===== src/hw/rtl/tcsw_pkg.sv =====
// shared types, constants and command table for the text commanded square wave
`default_nettype none

package tcsw_pkg;

    localparam int BYTE_W    = 8;
    localparam int RATE_W    = 27;
    localparam int FREQ_W    = 16;
    localparam int DUTY_W    = 7;
    localparam int STATUS_W  = 2;
    localparam int CMD_COUNT = 8;
    localparam int CMD_IDX_W = 3;
    localparam int CMD_MAX_LEN = 7;
    localparam int NUM_W     = RATE_W + DUTY_W;
    localparam int DEN_W     = 20;
    localparam int CNT_W     = $clog2(NUM_W + 1);
    localparam int OUT_W     = 32;

    localparam logic [STATUS_W-1:0] STATUS_NONE    = 2'd0;
    localparam logic [STATUS_W-1:0] STATUS_APPLIED = 2'd1;
    localparam logic [STATUS_W-1:0] STATUS_INVALID = 2'd2;

    localparam logic [CMD_IDX_W-1:0] CMD_FREQ_UP1   = 3'd0;
    localparam logic [CMD_IDX_W-1:0] CMD_FREQ_DN1   = 3'd1;
    localparam logic [CMD_IDX_W-1:0] CMD_FREQ_UP2   = 3'd2;
    localparam logic [CMD_IDX_W-1:0] CMD_FREQ_DN2   = 3'd3;
    localparam logic [CMD_IDX_W-1:0] CMD_DUTY_UP5   = 3'd4;
    localparam logic [CMD_IDX_W-1:0] CMD_DUTY_DN5   = 3'd5;
    localparam logic [CMD_IDX_W-1:0] CMD_DUTY_UP10  = 3'd6;
    localparam logic [CMD_IDX_W-1:0] CMD_DUTY_DN10  = 3'd7;

    localparam logic [BYTE_W-1:0] PRINT_LO = 8'd32;
    localparam logic [BYTE_W-1:0] PRINT_HI = 8'd126;

    localparam logic [FREQ_W-1:0] FREQ_MIN   = 16'd1;
    localparam logic [FREQ_W-1:0] FREQ_MAX   = 16'd65535;
    localparam logic [FREQ_W-1:0] FREQ_RESET = 16'd10;
    localparam logic [DUTY_W-1:0] DUTY_MIN   = 7'd5;
    localparam logic [DUTY_W-1:0] DUTY_MAX   = 7'd95;
    localparam logic [DUTY_W-1:0] DUTY_RESET = 7'd50;
    localparam logic [DUTY_W-1:0] DUTY_FULL  = 7'd100;
    localparam logic [RATE_W-1:0] RATE_RESET = 27'd16000000;
    localparam logic [63:0]       HALF_RESET = 64'd8000000;

    typedef struct packed {
        logic step;
        logic apply;
        logic div_load;
        logic div_sel_off;
        logic div_step;
        logic store_on;
        logic store_off;
    } t_cmd;

    typedef struct packed {
        logic line_end;
        logic hit;
        logic div_busy;
    } t_sts;

    typedef struct packed {
        logic              wave;
        logic [FREQ_W-1:0] freq;
        logic [DUTY_W-1:0] duty;
    } t_view;

    function automatic logic [8*CMD_MAX_LEN-1:0] cmd_text(input logic [CMD_IDX_W-1:0] idx);
        logic [8*CMD_MAX_LEN-1:0] t;
        case (idx)
            CMD_FREQ_UP1:  t = {"freq+1", 8'h00};
            CMD_FREQ_DN1:  t = {"freq-1", 8'h00};
            CMD_FREQ_UP2:  t = {"freq+2", 8'h00};
            CMD_FREQ_DN2:  t = {"freq-2", 8'h00};
            CMD_DUTY_UP5:  t = {"duty+5", 8'h00};
            CMD_DUTY_DN5:  t = {"duty-5", 8'h00};
            CMD_DUTY_UP10: t = "duty+10";
            CMD_DUTY_DN10: t = "duty-10";
            default:       t = '0;
        endcase
        return t;
    endfunction

    function automatic logic [BYTE_W-1:0] cmd_char(input logic [CMD_IDX_W-1:0] idx,
                                                   input logic [2:0] pos);
        logic [8*CMD_MAX_LEN-1:0] t;
        t = cmd_text(idx);
        return t[8*(CMD_MAX_LEN-1-int'(pos)) +: 8];
    endfunction

    function automatic logic [2:0] cmd_len(input logic [CMD_IDX_W-1:0] idx);
        logic [2:0] n;
        case (idx)
            CMD_DUTY_UP10, CMD_DUTY_DN10: n = 3'd7;
            default:                      n = 3'd6;
        endcase
        return n;
    endfunction

endpackage

`default_nettype wire


===== src/hw/rtl/tcsw_ctrl.sv =====
// controller state machine sequencing items, command updates and length divisions
`default_nettype none

module tcsw_ctrl (
    input  wire logic                        i_clk,
    input  wire logic                        i_rst_n,
    input  wire logic                        i_accept,
    input  wire logic                        i_out_free,
    input  wire tcsw_pkg::t_sts              i_sts,
    output tcsw_pkg::t_cmd                   o_cmd,
    output logic                             o_out_load,
    output logic [tcsw_pkg::STATUS_W-1:0]    o_status,
    output logic                             o_idle
);
    import tcsw_pkg::*;

    localparam logic [2:0] S_IDLE     = 3'd0;
    localparam logic [2:0] S_LOAD_ON  = 3'd1;
    localparam logic [2:0] S_RUN_ON   = 3'd2;
    localparam logic [2:0] S_LOAD_OFF = 3'd3;
    localparam logic [2:0] S_RUN_OFF  = 3'd4;

    logic [2:0] r_state;
    logic [2:0] n_state;

    always_comb begin
        n_state    = r_state;
        o_cmd      = '0;
        o_out_load = 1'b0;
        o_status   = STATUS_NONE;
        o_idle     = 1'b0;
        case (r_state)
            S_IDLE: begin
                o_idle = 1'b1;
                if (i_accept) begin
                    o_cmd.step = 1'b1;
                    if (i_sts.line_end && i_sts.hit) begin
                        o_cmd.apply = 1'b1;
                        n_state     = S_LOAD_ON;
                    end else begin
                        o_out_load = 1'b1;
                        o_status   = i_sts.line_end ? STATUS_INVALID : STATUS_NONE;
                    end
                end
            end
            S_LOAD_ON: begin
                o_cmd.div_load = 1'b1;
                n_state        = S_RUN_ON;
            end
            S_RUN_ON: begin
                if (i_sts.div_busy) begin
                    o_cmd.div_step = 1'b1;
                end else begin
                    o_cmd.store_on = 1'b1;
                    n_state        = S_LOAD_OFF;
                end
            end
            S_LOAD_OFF: begin
                o_cmd.div_load    = 1'b1;
                o_cmd.div_sel_off = 1'b1;
                n_state           = S_RUN_OFF;
            end
            S_RUN_OFF: begin
                if (i_sts.div_busy) begin
                    o_cmd.div_step = 1'b1;
                end else if (i_out_free) begin
                    o_cmd.store_off = 1'b1;
                    o_out_load      = 1'b1;
                    o_status        = STATUS_APPLIED;
                    n_state         = S_IDLE;
                end
            end
            default: begin
                n_state = S_IDLE;
            end
        endcase
    end

    always_ff @(posedge i_clk) begin
        if (!i_rst_n) begin
            r_state <= S_IDLE;
        end else begin
            r_state <= n_state;
        end
    end

endmodule

`default_nettype wire


===== src/hw/rtl/tcsw_dp.sv =====
// datapath: line matcher, settings, phase counter and restoring length divider
`default_nettype none

module tcsw_dp #(
    parameter int LINE_CAPACITY    = 32,
    parameter int PHASE_COUNT_BITS = 24
) (
    input  wire logic                        i_clk,
    input  wire logic                        i_rst_n,
    input  wire logic                        i_cfg_wr_en,
    input  wire logic [tcsw_pkg::RATE_W-1:0] i_cfg_wr_data,
    input  wire logic                        i_mode,
    input  wire logic [tcsw_pkg::BYTE_W-1:0] i_byte,
    input  wire tcsw_pkg::t_cmd              i_cmd,
    output tcsw_pkg::t_sts                   o_sts,
    output tcsw_pkg::t_view                  o_view
);
    import tcsw_pkg::*;

    localparam int LEN_W = $clog2(LINE_CAPACITY);
    localparam int PCB   = PHASE_COUNT_BITS;
    localparam logic [LEN_W-1:0] LEN_LAST = LEN_W'(LINE_CAPACITY - 1);
    localparam logic [63:0]      PH_TOP   = (64'd1 << PCB) - 64'd1;
    localparam logic [PCB-1:0]   PH_MAX   = '1;
    localparam logic [PCB-1:0]   PH_RESET = (HALF_RESET > PH_TOP) ? PH_MAX : PCB'(HALF_RESET);
    localparam logic [PCB-1:0]   PH_ONE   = PCB'(1);

    logic [RATE_W-1:0]    r_rate;
    logic [LEN_W-1:0]     r_len;
    logic [CMD_COUNT-1:0] r_cand;
    logic [FREQ_W-1:0]    r_freq;
    logic [DUTY_W-1:0]    r_duty;
    logic                 r_wave;
    logic [PCB-1:0]       r_phase;
    logic [PCB-1:0]       r_on;
    logic [PCB-1:0]       r_off;
    logic [NUM_W-1:0]     r_quo;
    logic [DEN_W-1:0]     r_rem;
    logic [DEN_W-1:0]     r_den;
    logic [CNT_W-1:0]     r_cnt;

    logic [LEN_W-1:0]     n_len;
    logic [CMD_COUNT-1:0] n_cand;
    logic [FREQ_W-1:0]    n_freq;
    logic [DUTY_W-1:0]    n_duty;
    logic                 n_wave;
    logic [PCB-1:0]       n_phase;

    logic                 printable;
    logic                 store_char;
    logic                 clear_line;
    logic [CMD_COUNT-1:0] match;
    logic [CMD_IDX_W-1:0] hit_idx;
    logic [DUTY_W-1:0]    duty_sel;
    logic [NUM_W-1:0]     prod;
    logic [DEN_W-1:0]     den;
    logic [DEN_W:0]       rem_shift;
    logic [DEN_W:0]       rem_diff;
    logic                 rem_ge;
    logic [PCB-1:0]       q_len;

    always_comb begin
        printable  = i_byte inside {[PRINT_LO:PRINT_HI]};
        store_char = i_cmd.step && !i_mode && printable && (r_len < LEN_LAST);
        clear_line = i_cmd.step && !i_mode && !printable;

        hit_idx = '0;
        for (int i = 0; i < CMD_COUNT; i++) begin
            match[i] = r_cand[i] && (r_len == LEN_W'(cmd_len(CMD_IDX_W'(i))));
            if (match[i]) begin
                hit_idx = CMD_IDX_W'(i);
            end
        end

        o_sts.line_end = !i_mode && !printable && (r_len != '0);
        o_sts.hit      = |match;
        o_sts.div_busy = (r_cnt != '0);
    end

    // candidate commands stay alive while every stored char matches their prefix
    always_comb begin
        n_len  = r_len;
        n_cand = r_cand;
        if (clear_line) begin
            n_len  = '0;
            n_cand = '1;
        end else if (store_char) begin
            n_len = r_len + LEN_W'(1);
            for (int i = 0; i < CMD_COUNT; i++) begin
                if ((r_len >= LEN_W'(cmd_len(CMD_IDX_W'(i)))) ||
                    (i_byte != cmd_char(CMD_IDX_W'(i), r_len[2:0]))) begin
                    n_cand[i] = 1'b0;
                end
            end
        end
    end

    always_comb begin
        n_freq = r_freq;
        n_duty = r_duty;
        if (i_cmd.apply) begin
            case (hit_idx)
                CMD_FREQ_UP1:  n_freq = (r_freq == FREQ_MAX) ? FREQ_MAX : r_freq + 16'd1;
                CMD_FREQ_DN1:  n_freq = (r_freq <= 16'd1) ? FREQ_MIN : r_freq - 16'd1;
                CMD_FREQ_UP2:  n_freq = (r_freq >= 16'd65534) ? FREQ_MAX : r_freq + 16'd2;
                CMD_FREQ_DN2:  n_freq = (r_freq <= 16'd2) ? FREQ_MIN : r_freq - 16'd2;
                CMD_DUTY_UP5:  n_duty = (r_duty >= 7'd90) ? DUTY_MAX : r_duty + 7'd5;
                CMD_DUTY_DN5:  n_duty = (r_duty <= 7'd10) ? DUTY_MIN : r_duty - 7'd5;
                CMD_DUTY_UP10: n_duty = (r_duty >= 7'd85) ? DUTY_MAX : r_duty + 7'd10;
                CMD_DUTY_DN10: n_duty = (r_duty <= 7'd15) ? DUTY_MIN : r_duty - 7'd10;
                default: begin
                    n_freq = r_freq;
                    n_duty = r_duty;
                end
            endcase
        end
    end

    // divider operands and one restoring step
    always_comb begin
        duty_sel  = i_cmd.div_sel_off ? (DUTY_FULL - r_duty) : r_duty;
        prod      = NUM_W'(r_rate) * NUM_W'(duty_sel);
        den       = DEN_W'({r_freq, 3'b000}) + DEN_W'({r_freq, 1'b0});
        rem_shift = {r_rem, r_quo[NUM_W-1]};
        rem_diff  = rem_shift - {1'b0, r_den};
        rem_ge    = (rem_shift >= {1'b0, r_den});
        if (|r_quo[NUM_W-1:PCB]) begin
            q_len = PH_MAX;
        end else if (r_quo[PCB-1:0] == '0) begin
            q_len = PH_ONE;
        end else begin
            q_len = r_quo[PCB-1:0];
        end
    end

    always_comb begin
        n_wave  = r_wave;
        n_phase = r_phase;
        if (i_cmd.step && i_mode) begin
            if (r_phase <= PH_ONE) begin
                n_wave  = !r_wave;
                n_phase = r_wave ? r_off : r_on;
            end else begin
                n_phase = r_phase - PH_ONE;
            end
        end else if (i_cmd.store_off) begin
            n_phase = r_wave ? r_on : q_len;
        end
    end

    always_ff @(posedge i_clk) begin
        if (!i_rst_n) begin
            r_rate  <= RATE_RESET;
            r_len   <= '0;
            r_cand  <= '1;
            r_freq  <= FREQ_RESET;
            r_duty  <= DUTY_RESET;
            r_wave  <= 1'b0;
            r_phase <= PH_RESET;
            r_on    <= PH_RESET;
            r_off   <= PH_RESET;
            r_cnt   <= '0;
        end else begin
            if (i_cfg_wr_en) begin
                r_rate <= i_cfg_wr_data;
            end
            r_len   <= n_len;
            r_cand  <= n_cand;
            r_freq  <= n_freq;
            r_duty  <= n_duty;
            r_wave  <= n_wave;
            r_phase <= n_phase;
            if (i_cmd.store_on) begin
                r_on <= q_len;
            end
            if (i_cmd.store_off) begin
                r_off <= q_len;
            end
            if (i_cmd.div_load) begin
                r_cnt <= CNT_W'(NUM_W);
            end else if (i_cmd.div_step) begin
                r_cnt <= r_cnt - CNT_W'(1);
            end
        end
    end

    always_ff @(posedge i_clk) begin
        if (i_cmd.div_load) begin
            r_quo <= prod;
            r_rem <= '0;
            r_den <= den;
        end else if (i_cmd.div_step) begin
            r_quo <= {r_quo[NUM_W-2:0], rem_ge};
            r_rem <= rem_ge ? rem_diff[DEN_W-1:0] : rem_shift[DEN_W-1:0];
        end
    end

    always_comb begin
        o_view.wave = n_wave;
        o_view.freq = n_freq;
        o_view.duty = n_duty;
    end

endmodule

`default_nettype wire


===== src/hw/rtl/text_commanded_square_wave.sv =====
// top level of the text commanded square wave generator with result register
//
// channel   dir  handshake                    payload
// s_axis    in   s_axis_tvalid/s_axis_tready   tdata[7:0] rx_byte, tuser[0] mode
// m_axis    out  m_axis_tvalid/m_axis_tready   tdata: wave, freq, duty, status
// cfg       in   i_cfg_wr_en                   i_cfg_wr_data clock_rate_hz
//
// a tick, a printable byte, an empty or unknown line is finished in the cycle it is accepted
// an applied command runs through the request cycle, then load, the 34 quotient bits and
// store of the shared restoring divider, for on and off length; the last store waits for a free result register
// reset is synchronous and clears all control state
// input is held off while a command is in work or the result register is full and not being taken
`default_nettype none

module text_commanded_square_wave #(
    parameter int LINE_CAPACITY    = 32,
    parameter int PHASE_COUNT_BITS = 24
) (
    input  wire logic                        i_clk,
    input  wire logic                        i_rst_n,
    input  wire logic                        i_cfg_wr_en,
    input  wire logic [tcsw_pkg::RATE_W-1:0] i_cfg_wr_data,
    input  wire logic                        s_axis_tvalid,
    output logic                             s_axis_tready,
    input  wire logic [7:0]                  s_axis_tdata,   // [7:0] rx_byte
    input  wire logic [0:0]                  s_axis_tuser,   // [0] mode
    output logic                             m_axis_tvalid,
    input  wire logic                        m_axis_tready,
    output logic [tcsw_pkg::OUT_W-1:0]       m_axis_tdata    // [0] wave_level,
                                                             // [16:1] freq_tenths,
                                                             // [23:17] duty_percent,
                                                             // [25:24] command_status
);
    import tcsw_pkg::*;

    localparam int PAD_W = OUT_W - 1 - FREQ_W - DUTY_W - STATUS_W;

    t_cmd                cmd;
    t_sts                sts;
    t_view               view;
    logic                out_load;
    logic [STATUS_W-1:0] status;
    logic                idle;
    logic                out_free;
    logic                accept;

    logic                r_out_valid;
    logic [OUT_W-1:0]    r_out_data;

    assign out_free      = !r_out_valid || m_axis_tready;
    assign s_axis_tready = idle && out_free;
    assign accept        = s_axis_tvalid && s_axis_tready;

    tcsw_ctrl u_ctrl (
        .i_clk      (i_clk),
        .i_rst_n    (i_rst_n),
        .i_accept   (accept),
        .i_out_free (out_free),
        .i_sts      (sts),
        .o_cmd      (cmd),
        .o_out_load (out_load),
        .o_status   (status),
        .o_idle     (idle)
    );

    tcsw_dp #(
        .LINE_CAPACITY    (LINE_CAPACITY),
        .PHASE_COUNT_BITS (PHASE_COUNT_BITS)
    ) u_dp (
        .i_clk         (i_clk),
        .i_rst_n       (i_rst_n),
        .i_cfg_wr_en   (i_cfg_wr_en),
        .i_cfg_wr_data (i_cfg_wr_data),
        .i_mode        (s_axis_tuser[0]),
        .i_byte        (s_axis_tdata),
        .i_cmd         (cmd),
        .o_sts         (sts),
        .o_view        (view)
    );

    always_ff @(posedge i_clk) begin
        if (!i_rst_n) begin
            r_out_valid <= 1'b0;
        end else if (out_load) begin
            r_out_valid <= 1'b1;
        end else if (m_axis_tready) begin
            r_out_valid <= 1'b0;
        end
    end

    always_ff @(posedge i_clk) begin
        if (out_load) begin
            r_out_data <= {PAD_W'(0), status, view.duty, view.freq, view.wave};
        end
    end

    assign m_axis_tvalid = r_out_valid;
    assign m_axis_tdata  = r_out_data;

    a_no_overwrite: assert property (@(posedge i_clk) disable iff (!i_rst_n)
        out_load |-> out_free)
        else $error("result register loaded while a request still waits");

    a_tick_result: assert property (@(posedge i_clk) disable iff (!i_rst_n)
        (accept && s_axis_tuser[0]) |=> (m_axis_tvalid && m_axis_tdata[25:24] == STATUS_NONE))
        else $error("tick did not give a result in the next cycle");

    a_freq_range: assert property (@(posedge i_clk) disable iff (!i_rst_n)
        m_axis_tvalid |-> (m_axis_tdata[16:1] != 16'd0))
        else $error("frequency below floor");

    a_duty_range: assert property (@(posedge i_clk) disable iff (!i_rst_n)
        m_axis_tvalid |-> (m_axis_tdata[23:17] >= DUTY_MIN && m_axis_tdata[23:17] <= DUTY_MAX
                           && m_axis_tdata[25:24] != 2'd3))
        else $error("duty or status out of range");

endmodule

`default_nettype wire

===== config.mk =====
export PLATFORM = sky130hd
export DESIGN_NAME = text_commanded_square_wave
export DESIGN_NICKNAME = d
export VERILOG_FILES = /design/src/hw/rtl/tcsw_pkg.sv /design/src/hw/rtl/tcsw_ctrl.sv /design/src/hw/rtl/tcsw_dp.sv /design/src/hw/rtl/text_commanded_square_wave.sv
export SDC_FILE = /design/constraint.sdc
export NUM_CORES = 1
export LEC_CHECK = 0
export ABC_CLOCK_PERIOD_IN_PS = 9750
export BUFFER_PORTS_ARGS = -buffer_cell sky130_fd_sc_hd__buf_4
export CAP_MARGIN = 20
export CELL_PAD_IN_SITES_DETAIL_PLACEMENT = 1
export CELL_PAD_IN_SITES_GLOBAL_PLACEMENT = 2
export CORE_MARGIN = 2
export CORE_UTILIZATION = 40
export CTS_CLUSTER_DIAMETER = 150
export CTS_CLUSTER_SIZE = 14
export DETAILED_ROUTE_END_ITERATION = 8
export GPL_TIMING_DRIVEN = 0
export PLACE_DENSITY_LB_ADDON = 0.1
export SLEW_MARGIN = 40
export SYNTH_ARGS = -nofsm -noshare
export SYNTH_HDL_FRONTEND = slang
export SYNTH_SLANG_ARGS = --single-unit
export TNS_END_PERCENT = 5

===== constraint.sdc =====
create_clock -name i_clk -period 9.75 [get_ports i_clk]
set_clock_uncertainty 0.2 [all_clocks]
set_input_delay 0.4875 -clock i_clk [delete_from_list [all_inputs] [get_ports i_clk]]
set_output_delay 0.4875 -clock i_clk [all_outputs]
set_load 0.005 [all_outputs]

### Word level (Yosys, flattened, before mapping)

Cells that the tools add are included.

| word-level totals | value |
|---|---|
| flip-flop bits (word level) | 246 |
| bits of input ports | 41 |
| output and inout bits | 34 |
| logic and storage cells | 229 |

| cells by class | value |
|---|---|
| $add $sub $neg | 15 |
| multipliers | 1 |
| $lt $le $gt $ge | 14 |
| eq/ne operators | 27 |
| shifts and indexed selects | 8 |
| multiplexer cells | 84 |
| bitwise operators | 1 |
| reduce and logical (&&, ||, !) cells | 55 |

Operator list:

| operator | count |
|---|---|
| 2-to-1 mux 56 bit | 16 |
| indexed part select 56 x 32 -> 8 bit | 8 |
| 2-to-1 mux 24 bit | 7 |
| 2-to-1 mux 16 bit | 5 |
| 2-to-1 mux 34 bit | 2 |
| inequality test 8 bit | 8 |
| case mux 16 bit (4 select lines) | 1 |
| 2-to-1 mux 7 bit | 6 |
| 2-to-1 mux 3 bit | 13 |
| multiplier 27 x 7 -> 34 bit | 1 |
| case mux 7 bit (4 select lines) | 1 |
| less-or-equal comparator 24 x 1 -> 1 bit, second input constant | 1 |
| zero test 24 bit | 1 |
| subtractor 24 x 1 -> 24 bit, second input constant | 1 |
| greater-or-equal comparator 21 x 20 -> 1 bit | 1 |
| adder 19 x 17 -> 20 bit | 1 |
| 2-to-1 mux 20 bit | 1 |
| subtractor 20 bit | 1 |
| logical AND 1 bit | 19 |
| 2-to-1 mux 1 bit | 19 |
| adder 16 x 1 -> 16 bit, second input constant | 1 |
| adder 16 x 2 -> 16 bit, second input constant | 1 |
| == test 16 bit, second input constant | 1 |
| greater-or-equal comparator 16 bit, second input constant | 1 |
| other kinds (41) | 88 |

### Longest topological paths before layout

Gate-level depths: netlist (run 1).

| depth | value |
|---|---|
| word-level depth | 18 |
| depth in mapped cells | 27 |
| depth with buffers taken out | 24 |

### Modules after synthesis

A second synthesis (run 1) with hierarchy kept.

| second synthesis, totals | value |
|---|---|
| cell total of the unflattened synthesis | 2559 |
| area, all modules | 21450.6 um^2 |

Modules (own cells, without submodules):

| module | instances | cells an instance | area each (um^2) | sequential area each (um^2) |
|---|---|---|---|---|
| tcsw_dp | 1 | 2489 | 20304.5 | 4834.6 |
| text_commanded_square_wave | 1 | 39 | 887.1 | 800.8 |
| tcsw_ctrl | 1 | 31 | 259.0 | 60.1 |

### Worst setup path after synthesis (run 1)

Ideal clock, no wire load.

| timing path | value |
|---|---|
| path type | reg-to-reg |
| from | register u_ctrl.r_state[2] |
| to | register u_dp.r_quo[33] (data pin) |
| setup time | 0.272 ns |
| arrival time | 6.275 ns |
| data required time | 9.278 ns |
| path slack | 3.003 ns |
| cell stages (with the launch flop) | 25 |
| clock period less this slack | 6.747 ns |
| path through | dfxtp_1 > clkbuf_1 > nand2b_1 > clkbuf_1 > inv_2 > and2_0 > clkbuf_1 > o21ai_0 > xnor2_1 > clkbuf_1 > and2_1 > fa_1 > fa_1 > fa_1 > inv_1 > fa_1 > inv_1 > ha_1 > and4_1 > nand4_1 > o32ai_1 > a21oi_1 > a211oi_1 > nor4_1 > or4_1 |

| on the way | value |
|---|---|
| word-level cells in the longest chain between the ends | 5 |
| elaborated cells on any way between the ends | 8 |
| classes of those cells | 1 x mul; 2 x eq/ne; 4 x mux; 1 x reduce/logical |

RTL lines:

| item | line | text |
|---|---|---|
| start: declaration | tcsw_ctrl.sv:23 | `logic [2:0] r_state;` |
| start signal: assignment | tcsw_ctrl.sv:83 | `r_state <= n_state;` |
| == test 3 x 2 -> 1 bit | tcsw_ctrl.sv:32 | `case (r_state)` |
| 2-to-1 mux 1 bit | tcsw_ctrl.sv:32 |  |
| 2-to-1 mux 7 bit | tcsw_dp.sv:121 | `duty_sel = i_cmd.div_sel_off ? (DUTY_FULL - r_duty) : r_duty;` |
| multiplier 27 x 7 -> 34 bit | tcsw_dp.sv:122 | `prod = NUM_W'(r_rate) * NUM_W'(duty_sel);` |
| 2-to-1 mux 34 bit * | tcsw_dp.sv:188 | `if (i_cmd.div_load) begin` |
| end signal: assignment | tcsw_dp.sv:189 | `r_quo <= prod;` |
| end signal: assignment | tcsw_dp.sv:193 | `r_quo <= {r_quo[NUM_W-2:0], rem_ge};` |
| end: declaration | tcsw_dp.sv:37 | `logic [NUM_W-1:0] r_quo;` |

Mark *: on every way between the ends. The rest lies on a longest branch, timed or not.
A chain may end at the register's enable or synchronous reset.

### Final worst setup path (run 1)

| timing path | value |
|---|---|
| from | register u_ctrl.r_state[0] |
| to | register u_dp.r_quo[33] (data pin) |

The elaborated chain is that of the path after synthesis.

==> flow_summary.json, run 1 <==
{
  "status": "complete, no violations",
  "syn_inst": 2533,
  "grt_overflow": 0,
  "cts_tree": "yes",
  "core-area_um2": 52800,
  "cap_violations": 0,
  "slowest_delay_ns": 0.57,
  "startpoint": "u_ctrl.r_state[0]",
  "start_util_pct": 40.6,
  "ant_nets": 0,
  "r2r_end": "u_dp.r_quo[33]",
  "r2r_cells": 24,
  "synth_edf_count": 79,
  "insertion_delay_ns": 0.55,
  "portBuffers": 62,
  "num_vias": 18999,
  "fmax_mhz": 116,
  "critical_path.max_fanout": 10,
  "worstPathRequired_ns": 9.85,
  "placed_cell_area_um2": 22900,
  "cts_resized": 0,
  "finish.instance_area_um2": 23700,
  "rows": 84,
  "endpoint": "u_dp.r_quo[33]",
  "wl_per_cell_um": 21.5,
  "pre_cts_ws_ns": 0.844,
  "reg2reg_from": "u_ctrl.r_state[0]",
  "place_hpwl_mm": 55.4,
  "path_delay_family": "adder cells",
  "synth.cell_area_um2": 21400,
  "async_flop_share_pct": 0,
  "synth_seq_cells": 245,
  "max-vdd-ir-drop_uv": 113,
  "cts_inserted_buffers": 21,
  "hold_viol": 0,
  "finalNetCount": 2919,
  "min_period_over_period_pct": 88.3,
  "r2r_slack_ns": 1.14,
  "hold_slack_ns": 0.0148,
  "end_kind": "flop",
  "clkSinkCount": 245,
  "avgViaCountPerCell": 5.68,
  "fp.dieH_um": 235,
  "dieArea_um2": 55400,
  "grt_max_degree": 35,
  "worstMarginPinSlew_ns": 0.875,
  "syn_to_final_growth_pct": 10.5,
  "crit_buf_inv": 7,
  "fin_ws_ns": 1.14,
  "cts_root_buf": "clkbuf_16",
  "synth-seq-area-share_pct": 26.6,
  "grt_usage_pct": 25.8,
  "final_cell_mix": "300 x nand2_1, 186 x inv_1, 166 x dfxtp_1",
  "grt_pass1_wl_mm": 114,
  "grt_antenna_before_repair": 3,
  "setup.worst_path.start_class": "flop",
  "ios": 75,
  "post-place-cells": 3289,
  "hold_path.class": "in2reg",
  "drt_wl_total_mm": 72.0,
  "die_x_um": 235,
  "layout_commonest_cell": "nand2_1",
  "path_cells": "clkbuf_1 -> nand2b_1 -> clkbuf_1 -> inv_2 -> and2_0 -> clkbuf_1 -> o21ai_0 -> xnor2_2 -> clkbuf_1 -> and2_1 -> fa_1 -> fa_1 -> fa_1 -> inv_1 -> fa_1 -> inv_1 -> ha_1 -> and4_1 -> nand4_1 -> o32ai_1 -> a21oi_1 -> a211oi_1 -> nor4_1 -> or4_1",
  "drv_slew": 0,
  "clockBufferDepth": 3,
  "p_leak_uw": 0.0102,
  "gp_congestion": 0.898,
  "arrival_ns": 8.70,
  "layout-drive-gt1-share_pct": 6.90,
  "grt_pass1_vias": 19870,
  "htree_num_levels": 1,
  "fill_cells": 6341,
  "clk_pin_slew_worst_paths_ns": 0.08,
  "fin_setup_tns_ns": 0,
  "synth_ff_type": "dfxtp_1",
  "dr.first_iter.drc_count": 1067,
  "ys_types": 96,
  "period_minus_slack_ns": 8.61,
  "worst-path-stages": 24,
  "yosysWarningCount": 0,
  "setup-violations-final": 0,
  "drt-pass1-iter-count": 5,
  "drc_errors": 0,
  "slowest_stage": "fa_1",
  "syn_area_per_cell_um2": 8.45,
  "grt_setup_unrepaired": "false",
  "p_per_area_nw_per_um2": 115,
  "final_cells": 3342,
  "slew_headroom_pct": 41.1,
  "crit_type": "reg2reg"
}
==> stage by stage <==
step / total power, µW / utilization (%)
2_1_floorplan: 1680 / -
3_3_place_gp: 1880 / 43.1
3_5_place_dp: 1910 / 43.3
4_1_cts: 2750 / 44.8
5_1_grt: 2880 / 44.8
6_report: 2710 / 44.8
==> flip-flops by register name (all words and copies together) (netlist names), 7 cells and up <==
signal,flops
m_axis_tdata,26
u_dp.r_cand,8
u_dp.r_den,19
u_dp.r_duty,7
u_dp.r_freq,16
u_dp.r_off,24
u_dp.r_on,24
u_dp.r_phase,24
u_dp.r_quo,34
u_dp.r_rate,27
u_dp.r_rem,20
==> where the power goes <==
group | leakage [µW] | switching, µW | internal (µW)
clock | 0.000285 | 418 | 404
combinational | 0.00788 | 458 | 311
sequential | 0.00206 | 37.9 | 1080
total | 0.0102 | 913 | 1800
==> how the worst min path moves through the flow <==
stage / start / end / slack (ns) / depth (start not counted)
global route: i_cfg_wr_data[11] / u_dp.r_rate[11] / 0.04 / 3
global placement: u_dp.r_rem[19] / u_dp.r_rem[19] / 0.25 / 2
detailed placement: u_dp.r_cand[0] / u_dp.r_cand[0] / 0.26 / 2
CTS: i_cfg_wr_data[11] / u_dp.r_rate[11] / 0.002 / 3
floorplan: u_dp.r_rem[19] / u_dp.r_rem[19] / 0.24 / 2
finish: i_cfg_wr_data[11] / u_dp.r_rate[11] / 0.01 / 3
==> what timing repair did <==
action                                 CTS  global route
endpoints found under the hold margin   16             0
hold buffers                            16             0
buffers inserted                         0             0
==> worst min-delay path, stage by stage <==
cell and delay, ns:
buf_4 0.08, mux2i_1 0.05, nor2b_1 0.10
==> metal layers <==
metal / up-vias / wire [µm] / part of all wire, % / global-route usage [%]
met5: - / 0 / 0 / 0
met4: 0 / 1880 / 2.6 / 6.70
met3: 105 / 3200 / 4.5 / 3.12
met2: 409 / 32700 / 45 / 42.4
met1: 9462 / 34200 / 48 / 35.9
li1: 9023 / - / - / -
==> final cells by class <==
cell class | count | area [µm²] | share of cell area (%)
plain buffers | 149 | 656 | 2.77
inverters | 191 | 717 | 3.03
flip-flops and latches | 245 | 5700 | 24.1
diodes | 1 | 2.50 | 0.0106
repair buffers | 79 | 653 | 2.76
well taps | 688 | 861 | 3.64
clock inverters | 3 | 18.8 | 0.0793
clock buffers | 33 | 571 | 2.41
multi-input cells | 1953 | 14500 | 61.2
==> Yosys cell counts, types with 36 or more instances <==
cell type | number | share of area [%]
dfxtp_1 | 166 | 16
fa_1 | 126 | 12
nor3_1 | 61 | 1.4
o211ai_1 | 51 | 1.8
nor2b_1 | 42 | 1.2
o21ai_0 | 129 | 3.0
xnor2_1 | 85 | 3.5
o211a_1 | 42 | 2.0
edfxtp_1 | 79 | 11
inv_1 | 187 | 3.3
mux2i_1 | 70 | 3.3
xor2_1 | 36 | 1.5
ha_1 | 112 | 6.5
nand2_1 | 301 | 5.3
nand3_1 | 45 | 1.1
a21oi_1 | 122 | 2.9
and2_1 | 159 | 4.6
nor2_1 | 161 | 2.8
clkbuf_1 | 108 | 1.9
==> logic make-up (layout without fill, tap and decap cells) <==
group / count (synthesis) / count (layout) / synth area share (%)
AO/OA/AOI/OAI: 600 / 600 / 19.1
XOR/XNOR: 121 / 121 / 4.95
other: 1 / 7 / 0.0175
buffers and inverters: 340 / 455 / 6.37
multiplexers: 71 / 71 / 3.32
adder cells (fa/ha/maj): 238 / 238 / 18.3
AND/OR/NAND/NOR: 917 / 917 / 21.3
flip-flops: 245 / 245 / 26.6
Note: power is estimated with default switching activity, not from simulation.
==> run 2, diff against run 1 <==
- ABC_CLOCK_PERIOD_IN_PS: 9750 -> 7100
- CORE_UTILIZATION: 40 -> 36
- clock period: 9.75 -> 7.1 ns (I/O delays scaled with it)
==> run 2 against run 1 <==
Effect of this change:
- core utilization is 3.7 points lower
- routed wire length increased by 3.8%
- combinational power rose by 44%
- critical path depth decreased by 1
==> flow_summary.json, run 2 (same netlist as run 1, synthesis figures left out) <==
{
  "gp_congestion": 0.877,
  "grt_usage_pct": 24.4,
  "die_x_um": 248,
  "hp-start": "i_rst_n",
  "start_util_pct": 36.4,
  "hold_viol": 0,
  "slowest_stage": "fa_1",
  "hold_path.class": "in2reg",
  "rows": 89,
  "comb_power_share_pct": 29.3,
  "cts_tree": "yes",
  "grt_pass1_vias": 19938,
  "clk_pin_slew_worst_paths_ns": 0.09,
  "p_seq_share_pct": 40.4,
  "grt_pass1_wl_mm": 117,
  "critical_path.max_fanout": 10,
  "pre_cts_ws_ns": -1.64,
  "min_period_over_period_pct": 96.1,
  "power.internal_uw": 2500,
  "clkSinkCount": 245,
  "p_leak_uw": 0.0104,
  "dr.first_iter.drc_count": 1012,
  "dieArea_um2": 61400,
  "syn_to_final_growth_pct": 13.3,
  "power_switching_share_pct": 34.2,
  "final_cell_mix": "300 x nand2_1, 183 x inv_1, 163 x dfxtp_1",
  "largest_register_ffs": 34,
  "drt-pass1-iter-count": 5,
  "portBuffers": 62,
  "ios": 75,
  "r2r_end": "u_dp.r_quo[33]",
  "end_kind": "flop",
  "fmax_mhz": 147,
  "path_delay_family": "adder cells",
  "setup.worst_path.start_class": "flop",
  "ant_nets": 0,
  "htree_num_levels": 1,
  "core-area_um2": 58900,
  "place_hpwl_mm": 56.9,
  "post-place-cells": 3374,
  "cap_violations": 0,
  "r2r_slack_ns": 0.27,
  "grt_setup_unrepaired": "true",
  "r2r_cells": 23,
  "drv_slew": 0,
  "status": "complete, no violations",
  "hold_end": "u_dp.r_rate[25]",
  "p_total_uw": 3800,
  "grt_overflow": 0,
  "clkPwrFrac_pct": 30.3,
  "layout-drive-gt1-share_pct": 8.82,
  "insertion_delay_ns": 0.57,
  "cts_root_buf": "clkbuf_16",
  "switchingPower_uw": 1300,
  "n_antenna_cell": 0,
  "fill_cells": 6969,
  "fin_setup_tns_ns": 0,
  "drt_wl_total_mm": 74.7,
  "grt_max_degree": 35,
  "reg2reg_from": "u_ctrl.r_state[2]",
  "crit_buf_inv": 6,
  "final_cells": 3450,
  "avgViaCountPerCell": 5.53,
  "crit_path_frequent_cell": "fa_1",
  "finalNetCount": 2943,
  "num_vias": 19084,
  "p_per_area_nw_per_um2": 157,
  "regMostFlops": "u_dp.r_quo",
  "startpoint": "u_ctrl.r_state[2]",
  "fp.dieH_um": 248,
  "setup-violations-final": 0,
  "worstPathRequired_ns": 7.21,
  "slowest_delay_ns": 0.58,
  "largest_registers": "u_dp.r_quo (34), u_dp.r_rate (27), m_axis_tdata (26)",
  "holdPathStages": 2,
  "slew_headroom_pct": 39.6,
  "max-vdd-ir-drop_uv": 167,
  "arrival_ns": 6.93,
  "layout_commonest_cell": "nand2_1",
  "path_cells": "nand2b_4 -> inv_4 -> and2_2 -> clkbuf_4 -> o21ai_0 -> xnor2_2 -> buf_4 -> clkbuf_4 -> and2_1 -> fa_1 -> fa_1 -> fa_1 -> inv_1 -> fa_1 -> inv_1 -> ha_4 -> and4_4 -> nand4_1 -> o32ai_4 -> a21oi_2 -> a211oi_4 -> nor4_1 -> or4_1",
  "worstMarginPinSlew_ns": 0.900,
  "clockBufferDepth": 3,
  "cts_inserted_buffers": 21,
  "drc_errors": 0,
  "period_minus_slack_ns": 6.83,
  "grt_antenna_before_repair": 1,
  "fin_ws_ns": 0.274,
  "wl_per_cell_um": 21.7,
  "crit_type": "reg2reg"
}
==> run 2: cell count changes in the layout (fill, tap and decap cells not counted), moves of 6 or more <==
cell and delta:
clkbuf_2 +6, clkbuf_1 -22, buf_4 +16, clkbuf_4 +6
dlygate4sd3_1 +13
==> run 2: worst max-delay path by stage <==
stage | end | slack, ns | cells past startpoint
final | u_dp.r_quo[33] | 0.27 | 23
after global routing | u_dp.r_quo[33] | -0.01 | 23
after CTS | u_dp.r_quo[27] | -0.04 | 26
after detailed placement | u_dp.r_quo[33] | -1.64 | 23
after global placement | u_dp.r_quo[33] | -1.67 | 24
after floorplan | u_dp.r_quo[33] | 0.35 | 24
==> run 2: cell type report <==
cell class	instances	area [µm²]	area share (%)
plain buffers	144	706	2.91
clock buffers	34	574	2.37
well taps	773	967	3.99
inverters	191	729	3.01
multi-input cells	1953	14700	60.4
repair buffers	108	905	3.73
clock inverters	2	17.5	0.0722
flip-flops and latches	245	5700	23.5
==> run 2: power by group through the flow <==
stage / Combinational (µW) / Clock [µW] / Sequential (µW)
after floorplan: 762 / 0 / 1550
after global placement: 1030 / 0 / 1570
after detailed placement: 1050 / 0 / 1570
after CTS: 1090 / 1190 / 1540
after global routing: 1270 / 1240 / 1540
final: 1110 / 1150 / 1540
==> run 2: what timing repair did <==
action	4_1_cts	5_1_grt
buffers inserted	10	5
gates resized for setup	46	43
setup endpoints to repair	24	17
cloned	0	0
hold buffers	29	0
pin swaps	6	15
hold endpoints to repair	29	0
==> run 2: stage by stage <==
stage,util [%],hold slack [ns],instance area (µm²)
2_1_floorplan,-,0.237,21400
3_3_place_gp,38.8,0.253,22900
3_5_place_dp,39.0,0.264,23000
4_1_cts,40.9,0.0371,24100
5_1_grt,41.2,0.0655,24300
6_report,41.2,0.0269,24300
==> run 2: routing by layer <==
| metal | up-vias | global-route usage [%] | wire [µm] |
|---|---|---|---|
| li1 | 9082 | - | - |
| met1 | 9554 | 34.5 | 35700 |
| met2 | 370 | 40.4 | 34800 |
| met3 | 78 | 2.38 | 2690 |
| met4 | 0 | 5.20 | 1550 |
| met5 | - | 0 | 0 |
